$ cat src/hdl/tma_pkg.sv
package tma_pkg;

  localparam int WINDOW_LEN = 20;
  localparam int IDX_W      = 5;
  localparam int SAMPLE_W   = 8;
  localparam int SUM_W      = 13;
  localparam int TENTHS_W   = 12;
  localparam int READING_W  = 12;
  localparam int ADDR_W     = 3;
  localparam int DATA_W     = 32;

  localparam logic [IDX_W-1:0]  LAST_IDX = IDX_W'(WINDOW_LEN - 1);
  localparam logic [SUM_W-1:0]  MAX_SUM  = SUM_W'(WINDOW_LEN * 255);

  // floor(9 * t / 50) == floor(t * F_MULT / 2**F_SHIFT) for t up to 2550
  localparam int F_SHIFT = 20;
  localparam int F_MUL_W = 18;
  localparam logic [F_MUL_W-1:0] F_MULT = F_MUL_W'(((1 << F_SHIFT) + 49) / 50 * 9);
  localparam int PROD_W  = TENTHS_W + F_MUL_W;
  localparam int FDEG_W  = PROD_W - F_SHIFT;
  localparam logic [READING_W-1:0] F_OFFSET = READING_W'(32);

  localparam logic [ADDR_W-3:0] REG_FAHRENHEIT_MODE = '0;

  typedef struct packed {
    logic                en;
    logic [IDX_W-1:0]    addr;
    logic [SAMPLE_W-1:0] data;
  } ring_wr_t;

endpackage

$ cat src/hdl/temperature_moving_average_unit.sv
// temperature moving average over the last 20 samples
// input channel: in_valid / in_stall with temp_sample, one word per sample
// output channel: out_valid / out_stall with reading, one word per sample
// a word moves at a clock edge where valid is high and stall is low
// reading is the window average in tenths of a degree celsius, or whole
// degrees fahrenheit when fahrenheit_mode (apb address 0, bit 0) is set
// throughput: one sample per cycle while the output is not stalled, set
// by the ring read in the first stage and the read-modify-write of the
// running sum in the second
// a stalled output holds its word and the pipeline behind it; in_stall
// is high exactly while the output word is held
// reset clears the window sum, ring fill bits, write slot, pipeline and
// mode; unfilled ring slots count as zero samples; the user must write
// configuration only while no sample is in flight, unchecked by the block
module temperature_moving_average_unit (
  input  logic                          clk,
  input  logic                          rst,
  input  logic                          psel,
  input  logic                          penable,
  input  logic                          pwrite,
  input  logic [tma_pkg::ADDR_W-1:0]    paddr,
  input  logic [tma_pkg::DATA_W-1:0]    pwdata,
  output logic [tma_pkg::DATA_W-1:0]    prdata,
  output logic                          pready,
  input  logic                          in_valid,
  output logic                          in_stall,
  input  logic [tma_pkg::SAMPLE_W-1:0]  temp_sample,
  output logic                          out_valid,
  input  logic                          out_stall,
  output logic [tma_pkg::READING_W-1:0] reading
);
  import tma_pkg::*;

  logic                 fahrenheit_mode;
  logic                 advance;
  logic                 rd_en;
  logic [IDX_W-1:0]     write_index;
  logic [IDX_W-1:0]     write_index_next;
  logic                 s1_valid;
  logic [IDX_W-1:0]     s1_idx;
  logic [SAMPLE_W-1:0]  s1_sample;
  logic [SAMPLE_W-1:0]  old_sample;
  logic [SUM_W-1:0]     window_sum;
  logic [SUM_W-1:0]     window_sum_next;
  logic                 s2_valid;
  logic [SUM_W-1:0]     s2_sum;
  logic [TENTHS_W-1:0]  tenths;
  logic [PROD_W-1:0]    f_prod;
  logic [READING_W-1:0] reading_next;
  ring_wr_t             ring_wr;

  assign pready = 1'b1;
  assign prdata = (paddr[ADDR_W-1:2] == REG_FAHRENHEIT_MODE)
                  ? {{(DATA_W-1){1'b0}}, fahrenheit_mode} : '0;

  always_ff @(posedge clk) begin
    if (rst) begin
      fahrenheit_mode <= 1'b0;
    end else if (psel && penable && pwrite && pready
                 && paddr[ADDR_W-1:2] == REG_FAHRENHEIT_MODE) begin
      fahrenheit_mode <= pwdata[0];
    end
  end

  assign advance  = !(out_valid && out_stall);
  assign in_stall = !advance;
  assign rd_en    = advance && in_valid;

  assign write_index_next = (write_index == LAST_IDX) ? '0 : write_index + 1'b1;

  tma_ring u_ring (
    .clk     (clk),
    .rst     (rst),
    .rd_en   (rd_en),
    .rd_addr (write_index),
    .rd_data (old_sample),
    .wr      (ring_wr)
  );

  // stage 1: ring read in flight
  always_ff @(posedge clk) begin
    if (rst) begin
      write_index <= '0;
      s1_valid    <= 1'b0;
    end else if (advance) begin
      s1_valid <= in_valid;
      if (in_valid) begin
        write_index <= write_index_next;
      end
    end
  end

  always_ff @(posedge clk) begin
    if (rd_en) begin
      s1_idx    <= write_index;
      s1_sample <= temp_sample;
    end
  end

  // stage 2: running sum update and ring write back
  assign window_sum_next = window_sum - SUM_W'(old_sample) + SUM_W'(s1_sample);

  always_comb begin
    ring_wr.en   = advance && s1_valid;
    ring_wr.addr = s1_idx;
    ring_wr.data = s1_sample;
  end

  always_ff @(posedge clk) begin
    if (rst) begin
      window_sum <= '0;
      s2_valid   <= 1'b0;
    end else if (advance) begin
      s2_valid <= s1_valid;
      if (s1_valid) begin
        window_sum <= window_sum_next;
      end
    end
  end

  always_ff @(posedge clk) begin
    if (advance && s1_valid) begin
      s2_sum <= window_sum_next;
    end
  end

  // stage 3: unit conversion into the output register
  assign tenths = s2_sum[SUM_W-1:1];
  assign f_prod = PROD_W'(tenths) * PROD_W'(F_MULT);

  always_comb begin
    if (fahrenheit_mode) begin
      reading_next = READING_W'(f_prod[PROD_W-1:F_SHIFT]) + F_OFFSET;
    end else begin
      reading_next = READING_W'(tenths);
    end
  end

  always_ff @(posedge clk) begin
    if (rst) begin
      out_valid <= 1'b0;
    end else if (advance) begin
      out_valid <= s2_valid;
    end
  end

  always_ff @(posedge clk) begin
    if (advance && s2_valid) begin
      reading <= reading_next;
    end
  end

`ifndef SYNTHESIS
  a_index_in_ring: assert property (@(posedge clk) disable iff (rst)
    write_index <= LAST_IDX)
    else $error("write slot outside ring");

  a_sum_bounded: assert property (@(posedge clk) disable iff (rst)
    window_sum <= MAX_SUM)
    else $error("window sum above full-scale window");

  a_no_rw_overlap: assert property (@(posedge clk) disable iff (rst)
    (ring_wr.en && rd_en) |-> (ring_wr.addr != write_index))
    else $error("ring read and write hit the same slot");

  a_sum_tracks: assert property (@(posedge clk) disable iff (rst)
    (advance && s1_valid) |=> (window_sum == s2_sum))
    else $error("window sum and stage sum disagree");
`endif

endmodule

$ cat src/hdl/tma_ring.sv
module tma_ring (
  input  logic                         clk,
  input  logic                         rst,
  input  logic                         rd_en,
  input  logic [tma_pkg::IDX_W-1:0]    rd_addr,
  output logic [tma_pkg::SAMPLE_W-1:0] rd_data,
  input  tma_pkg::ring_wr_t            wr
);
  import tma_pkg::*;

  logic [SAMPLE_W-1:0] mem [WINDOW_LEN];
  logic [WINDOW_LEN-1:0] filled;
  logic [SAMPLE_W-1:0] rd_word;
  logic                rd_filled;

  always_ff @(posedge clk) begin
    if (wr.en) begin
      mem[wr.addr] <= wr.data;
    end
    if (rd_en) begin
      rd_word <= mem[rd_addr];
    end
  end

  // never-written slots read as zero
  always_ff @(posedge clk) begin
    if (rst) begin
      filled    <= '0;
      rd_filled <= 1'b0;
    end else begin
      if (wr.en) begin
        filled[wr.addr] <= 1'b1;
      end
      if (rd_en) begin
        rd_filled <= filled[rd_addr];
      end
    end
  end

  assign rd_data = rd_filled ? rd_word : '0;

endmodule

$ cat config.mk
export PLATFORM = sky130hd
export DESIGN_NAME = temperature_moving_average_unit
export DESIGN_NICKNAME = d
export VERILOG_FILES = /design/src/hdl/tma_pkg.sv /design/src/hdl/temperature_moving_average_unit.sv /design/src/hdl/tma_ring.sv
export SDC_FILE = /design/constraint.sdc
export NUM_CORES = 1
export LEC_CHECK = 0
export ABC_AREA = 1
export ABC_CLOCK_PERIOD_IN_PS = 4100
export CAP_MARGIN = 20
export CORE_ASPECT_RATIO = 0.5
export CORE_MARGIN = 2
export CORE_UTILIZATION = 58
export DETAILED_ROUTE_END_ITERATION = 12
export DONT_BUFFER_PORTS = 1
export PLACE_DENSITY = 0.87
export RECOVER_POWER = 50
export SKIP_CTS_REPAIR_TIMING = 1
export SYNTH_ARGS = -nofsm -noshare
export SYNTH_HDL_FRONTEND = slang
export SYNTH_SLANG_ARGS = --single-unit
$ cat constraint.sdc
create_clock -name clk -period 4.1 [get_ports clk]
set_clock_uncertainty 0.05 [all_clocks]
set_input_delay 0.205 -clock clk [delete_from_list [all_inputs] [get_ports clk]]
set_output_delay 0.205 -clock clk [all_outputs]
set_load 0.03 [all_outputs]
==> results.ini, run 1 <==
[logic_synthesis]
ys_warn_count = 0
synth.avg_cell_area_um2 = 9.76
synthCells = 1450
ys_types = 39
yosysTopAreaCellShare_pct = 43.5
synth-seq-cells = 248
ys_seq_area_share_pct = 49.6
synth_area_um2 = 14100
yosysTopAreaCell = edfxtp_1
yosys-top-cells-area = edfxtp_1 (44%), ha_1 (9.7%), fa_1 (7.4%)

[drt]
wl_mm = 35.0
wl_per_cell_um = 18.7
drc_errors = 0
ant_nets = 0
vias = 10699
first_pass_iters = 5
viasPerCell = 5.72
first_iter_violations = 1249

[floorplanning]
die_y_um = 114
die_area_um2 = 25700
die_w_um = 225
io_pins = 97
rows = 40
start_util_pct = 59.0
core_region_area_um2 = 24000

[clocking]
clk_latency_ps = 540
cts_root_buf = clkbuf_16
path_clk_slew_ps = 70
cts_sinks = 248
cts_tree = built
cts_buffer_depth = 3
cts_made_buffers = 23
htree_levels = 1

[global_routing]
grt_pass1_wl_mm = 51.4
grt_max_degree = 95
grt_pass1_vias = 10119
antenna_found_initial = 0
track_usage_pct = 25.8
grt_overflow = 0

[setup_path]
cp_max_fo = 4
r2r_setup_slack_ps = -500
crit_path_start_kind = register
crit_start = s2_sum[11]
r2r-start = s2_sum[11]
worstSetupPathType = reg -> reg
crit_path_end_kind = register
worstSetupEndpoint = reading[9]
cp_data_arrival_time_ps = 4840
crit_required_ps = 4340
r2r_cells = 23
r2r_end = reading[9]

[placed_design]
io_buffer_count = 0
gp_congestion = 0.941
dp.cells = 1799
hpwl_mm = 22.8

[timing]
post-route-period-util_pct = 112
slew_headroom_pct = 20.0
setup_slack_ps = -499
worstMarginPinSlew_ps = 1200
post-route-min-period_ps = 4600
hold_viol = 0
maxSlewViolCount = 0
setup_viol = 11
rsz0062_at_grt = true
max_freq_mhz = 217

[cells_and_area]
nets = 1751
layoutNonFillerInstCount = 1871
area_growth_pct = 16.5
diodes = 0
drive_above_1_share_pct = 15.0
fin_util_pct = 68.8

[worst_hold_path]
hp-class = in -> reg
min_path_cells = 3

[outcome]
status = complete, but fails checks
violations = setup timing

[flow_run]
cap_violations = 0

## metrics by stage
stage	instance area [µm²]	TNS (ps)	setup slack [ps]	hold WS, ps
CTS	15700	-2840	-476	-342
global route	16500	-4630	-656	49.2
global placement	15000	-1710	-340	227
detailed placement	15000	-2730	-459	230
finish	16500	-3020	-499	36.0
floorplan	14400	-184	-148	254
## per-layer routing
metal	global-route usage, %	vias to the layer above	wire [µm]
li1	-	4904	-
met1	32.7	5125	13500
met2	45.3	563	17500
met3	4.80	107	2820
met4	8.08	0	1150
met5	0	-	0
## layout by cell type (no fill, tap or decap), types with 5 or more instances in the layout
cell / netlist / final
nand2_2: 5 / 26
o22ai_1: 26 / 26
conb_1: 2 / 32
buf_6: 0 / 7
a21oi_1: 51 / 44
clkbuf_1: 30 / 11
nand2_4: 0 / 5
inv_1: 257 / 240
a21oi_2: 0 / 7
o21ai_0: 110 / 107
clkbuf_16: 0 / 23
ha_4: 0 / 31
a221oi_1: 8 / 8
a32oi_1: 5 / 5
dfxtp_1: 43 / 42
dlygate4sd3_1: 0 / 16
nand3_1: 33 / 30
xnor2_1: 5 / 5
xor2_1: 12 / 12
nor2_2: 4 / 9
o21ai_1: 3 / 6
ha_1: 110 / 78
nand4_1: 9 / 9
o221ai_1: 14 / 14
clkinv_1: 1 / 6
a2bb2oi_1: 5 / 5
buf_4: 32 / 77
nor2_1: 180 / 171
fa_1: 52 / 49
nor3_1: 10 / 9
nand2_1: 206 / 180
inv_2: 3 / 20
edfxtp_1: 205 / 205
## state kept, by name, summed over array words and instances, names as in the netlist
name              cells
s1_sample             8
u_ring.mem          160
out_valid             1
window_sum           13
u_ring.filled        20
s2_valid              1
u_ring.rd_filled      1
s1_valid              1
s1_idx                5
u_ring.rd_word        8
fahrenheit_mode       1
reading              12
s2_sum               12
write_index           5
## worst min path at each step
stage / endpoint / start / slack, ps
floorplan: s1_sample[0] / temp_sample[0] / 250
global placement: out_valid / rst / 230
detailed placement: s1_valid / rst / 230
CTS: s1_valid / rst / -340
global route: window_sum[0] / rst / 50
finish: write_index[1] / rst / 40
## cell type report
type,count,area (µm²)
tap,315,394
inverter,261,980
clock inverter,13,151
fill,1518,7490
timing repair buffer,109,900
clock buffer,29,608
sequential,248,7020
multi-input combinational,896,6440
## Yosys cell counts
| master | number |
|---|---|
| a21boi_1 | 1 |
| a21o_1 | 1 |
| a21oi_1 | 51 |
| a221oi_1 | 8 |
| a2bb2oi_1 | 5 |
| a31oi_1 | 3 |
| a32oi_1 | 5 |
| buf_2 | 13 |
| buf_4 | 32 |
| clkbuf_1 | 30 |
| clkinv_1 | 1 |
| conb_1 | 2 |
| dfxtp_1 | 43 |
| edfxtp_1 | 205 |
| fa_1 | 52 |
| ha_1 | 110 |
| inv_1 | 257 |
| inv_2 | 3 |
| nand2_1 | 206 |
| nand2_2 | 5 |
| nand3_1 | 33 |
| nand3b_1 | 1 |
| nand4_1 | 9 |
| nor2_1 | 180 |
| nor2_2 | 4 |
| nor3_1 | 10 |
| nor3_2 | 1 |
| nor3b_1 | 1 |
| nor4_1 | 1 |
| o2111ai_1 | 1 |
| o211ai_1 | 4 |
| o21ai_0 | 110 |
| o21ai_1 | 3 |
| o221ai_1 | 14 |
| o22ai_1 | 26 |
| o311a_1 | 1 |
| or2_2 | 1 |
| xnor2_1 | 5 |
| xor2_1 | 12 |
## cells by family after synthesis
group           Yosys count  synth area share, %
simple gates            452                 12.8
fa+ha+maj               162                 17.1
buf+inv                 336                 9.88
xor+xnor                 17                 1.05
other cells               2               0.0531
flops                   248                 49.6
compound gates          233                 9.52
## critical path, cell delays in order (launching register included)
cell	delay, ps
edfxtp_1	460
buf_4	180
ha_4	150
inv_1	90
fa_1	430
inv_2	100
fa_2	440
fa_2	350
fa_1	500
ha_4	310
nand2_2	80
nor2_4	160
nand2_2	80
nor2_2	120
nand3_2	100
nand3_2	110
nand2_2	70
nand2_4	80
ha_4	140
inv_2	40
nor2_2	100
nand3_1	70
nand3_1	70
nand2_1	60
Power of run 1 is left out: the tool's default activity adds up to more than one toggle a clock period on the data nets, which glitch-free logic cannot reach.
==> inputs of run 2 (changes only) <==
- PLACE_DENSITY: 0.87 -> default
- PLACE_DENSITY_LB_ADDON: default -> 0.15
- REMOVE_ABC_BUFFERS: default -> 1
==> results.ini, run 2 (synthesis results as in run 1) <==
[setup_path]
r2r_setup_slack_ps = -460  ; +40 ps
r2r_end = reading[9]
crit_required_ps = 4320  ; -20 ps
cp_slowest_stage_delay_ps = 500  ; about the same
cp_max_fo = 4  ; unchanged
r2r-start = s2_sum[12]
r2r_cells = 23  ; unchanged
cp_data_arrival_time_ps = 4780  ; -60 ps
crit_start = s2_sum[12]
crit_path_start_kind = register
path_cells = ha_4 -> fa_1 -> inv_2 -> fa_2 -> inv_2 -> fa_1 -> inv_2 -> fa_2 -> ha_4 -> nand2_4 -> nor2_4 -> nand4_1 -> nor2_1 -> nand2_1 -> nand3_1 -> nand2_1 -> nand2_2 -> ha_4 -> inv_4 -> nor2_4 -> nand3_2 -> nand3_2 -> nand2_1
worstSetupPathType = reg -> reg
worstSetupEndpoint = reading[9]
cp_slowest_cell = fa_1
crit_path_end_kind = register

[clocking]
htree_levels = 1  ; unchanged
cts_sinks = 248  ; unchanged
path_clk_slew_ps = 60  ; about the same
clk_latency_ps = 530  ; about the same
cts_made_buffers = 23  ; unchanged
cts_buffer_depth = 3  ; unchanged
cts_tree = built
cts_root_buf = clkbuf_16

[drt]
vias = 10361  ; -3.2%
first_iter_violations = 781  ; -37%
first_pass_iters = 5  ; unchanged
wl_per_cell_um = 18.1  ; -3.3%
viasPerCell = 5.46  ; -4.4%
drc_errors = 0  ; unchanged
wl_mm = 34.3  ; -2.0%
ant_nets = 0  ; unchanged

[global_routing]
grt_overflow = 0  ; unchanged
grt_pass1_wl_mm = 51.9  ; +1.1%
grt_max_degree = 95  ; unchanged
antenna_found_initial = 0  ; unchanged
grt_pass1_vias = 10224  ; +1.0%
track_usage_pct = 26.1  ; +0.34 points

[worst_hold_path]
hp-class = in -> reg

[floorplanning]
die_w_um = 225  ; unchanged
io_pins = 97  ; unchanged
rows = 40  ; unchanged
die_y_um = 114  ; unchanged
die_area_um2 = 25700  ; unchanged
core_region_area_um2 = 24000  ; unchanged
start_util_pct = 59.0  ; unchanged

[placed_design]
placed_area_um2 = 15000  ; +0.19%
io_buffer_count = 0  ; unchanged
hpwl_mm = 23.6  ; +3.4%
gp_congestion = 0.879  ; -6.6%

[timing]
maxSlewViolCount = 0  ; unchanged
post-route-period-util_pct = 111  ; -0.97 points
slew_headroom_pct = 24.0  ; +4.0 points
max_freq_mhz = 219  ; +0.87%
worstMarginPinSlew_ps = 1140  ; -60.5 ps
setup_slack_ps = -459  ; +39.7 ps
hold_ws_ps = 9.88  ; -26.2 ps
rsz0062_at_grt = true
hold_viol = 0  ; unchanged
post-route-min-period_ps = 4560  ; -39.7 ps
setup_viol = 11  ; unchanged

[cells_and_area]
fin_util_pct = 68.9  ; +0.12 points
drive_above_1_share_pct = 14.9  ; -0.038 points
top_register = u_ring.mem
layout_commonest_cell = inv_1
reg.largest.list = u_ring.mem x160, u_ring.filled x20, window_sum x13
largest_reg_flops = 160  ; unchanged
fillCellCount = 1765  ; +16%
area_growth_pct = 16.7
final_cell_mix = inv_1 (247), edfxtp_1 (205), nand2_1 (186)
design_area_um2 = 16500  ; +0.17%
nets = 1775  ; +1.4%

[outcome]
status = complete, but fails checks
violations = setup timing

[flow_run]
cap_violations = 0  ; unchanged

-- run 2: cell types whose count changed in the layout (fill, tap and decap cells not counted), moves of 4 or more --
cell	delta
nand2_1	+6
buf_4	+29
inv_2	-8
inv_1	+7
nand2_2	-6
ha_1	+8
nor2_2	-6
clkinv_1	-4
ha_4	-9
-- run 2: routing by layer --
| metal | vias to the layer above | wire length (µm) | global-route usage (%) |
|---|---|---|---|
| li1 | 4949 | - | - |
| met1 | 4992 | 14400 | 33.8 |
| met2 | 339 | 16900 | 46.4 |
| met3 | 81 | 1980 | 3.26 |
| met4 | 0 | 1100 | 8.39 |
| met5 | - | 0 | 0 |
-- run 2: worst min-delay path by stage --
stage | slack [ps] | from | cells past startpoint | endpoint
6_report | 10 | rst | 3 | u_ring.filled[3]
3_3_place_gp | 230 | rst | 1 | u_ring.filled[11]
5_1_grt | 30 | rst | 3 | write_index[1]
3_5_place_dp | 230 | rst | 1 | u_ring.filled[8]
2_1_floorplan | 220 | rst | 1 | out_valid
4_1_cts | -310 | rst | 1 | u_ring.filled[4]
-- run 2: worst max-delay path: cells and delay by family, from the launching register on --
family / cells / cell delay (ps)
fa+ha+maj: 7 / 2440
flops: 1 / 480
buf+inv: 4 / 230
simple gates: 12 / 1090
-- run 2: final cells by class --
class                   count  area [µm²]  area share [%]
repair buffers            133        1080            6.52
flip-flops and latches    248        7020            42.5
clock inverters             6        52.6           0.318
inverters                 261         982            5.95
multi-input cells         896        6320            38.3
well taps                 315         394            2.39
clock buffers              36         666            4.03
diodes                      1        2.50          0.0152
-- run 2: per-stage QoR --
| step | setup TNS [ps] | instances | setup WS (ps) |
|---|---|---|---|
| final | -3530 | 1896 | -459 |
| after global placement | -4900 | 1822 | -601 |
| after CTS | -5960 | 1864 | -752 |
| after global routing | -5390 | 1895 | -607 |
| after floorplan | -1920 | 1405 | -468 |
| after detailed placement | -5650 | 1822 | -726 |
Power of run 2 is left out for the same reason.
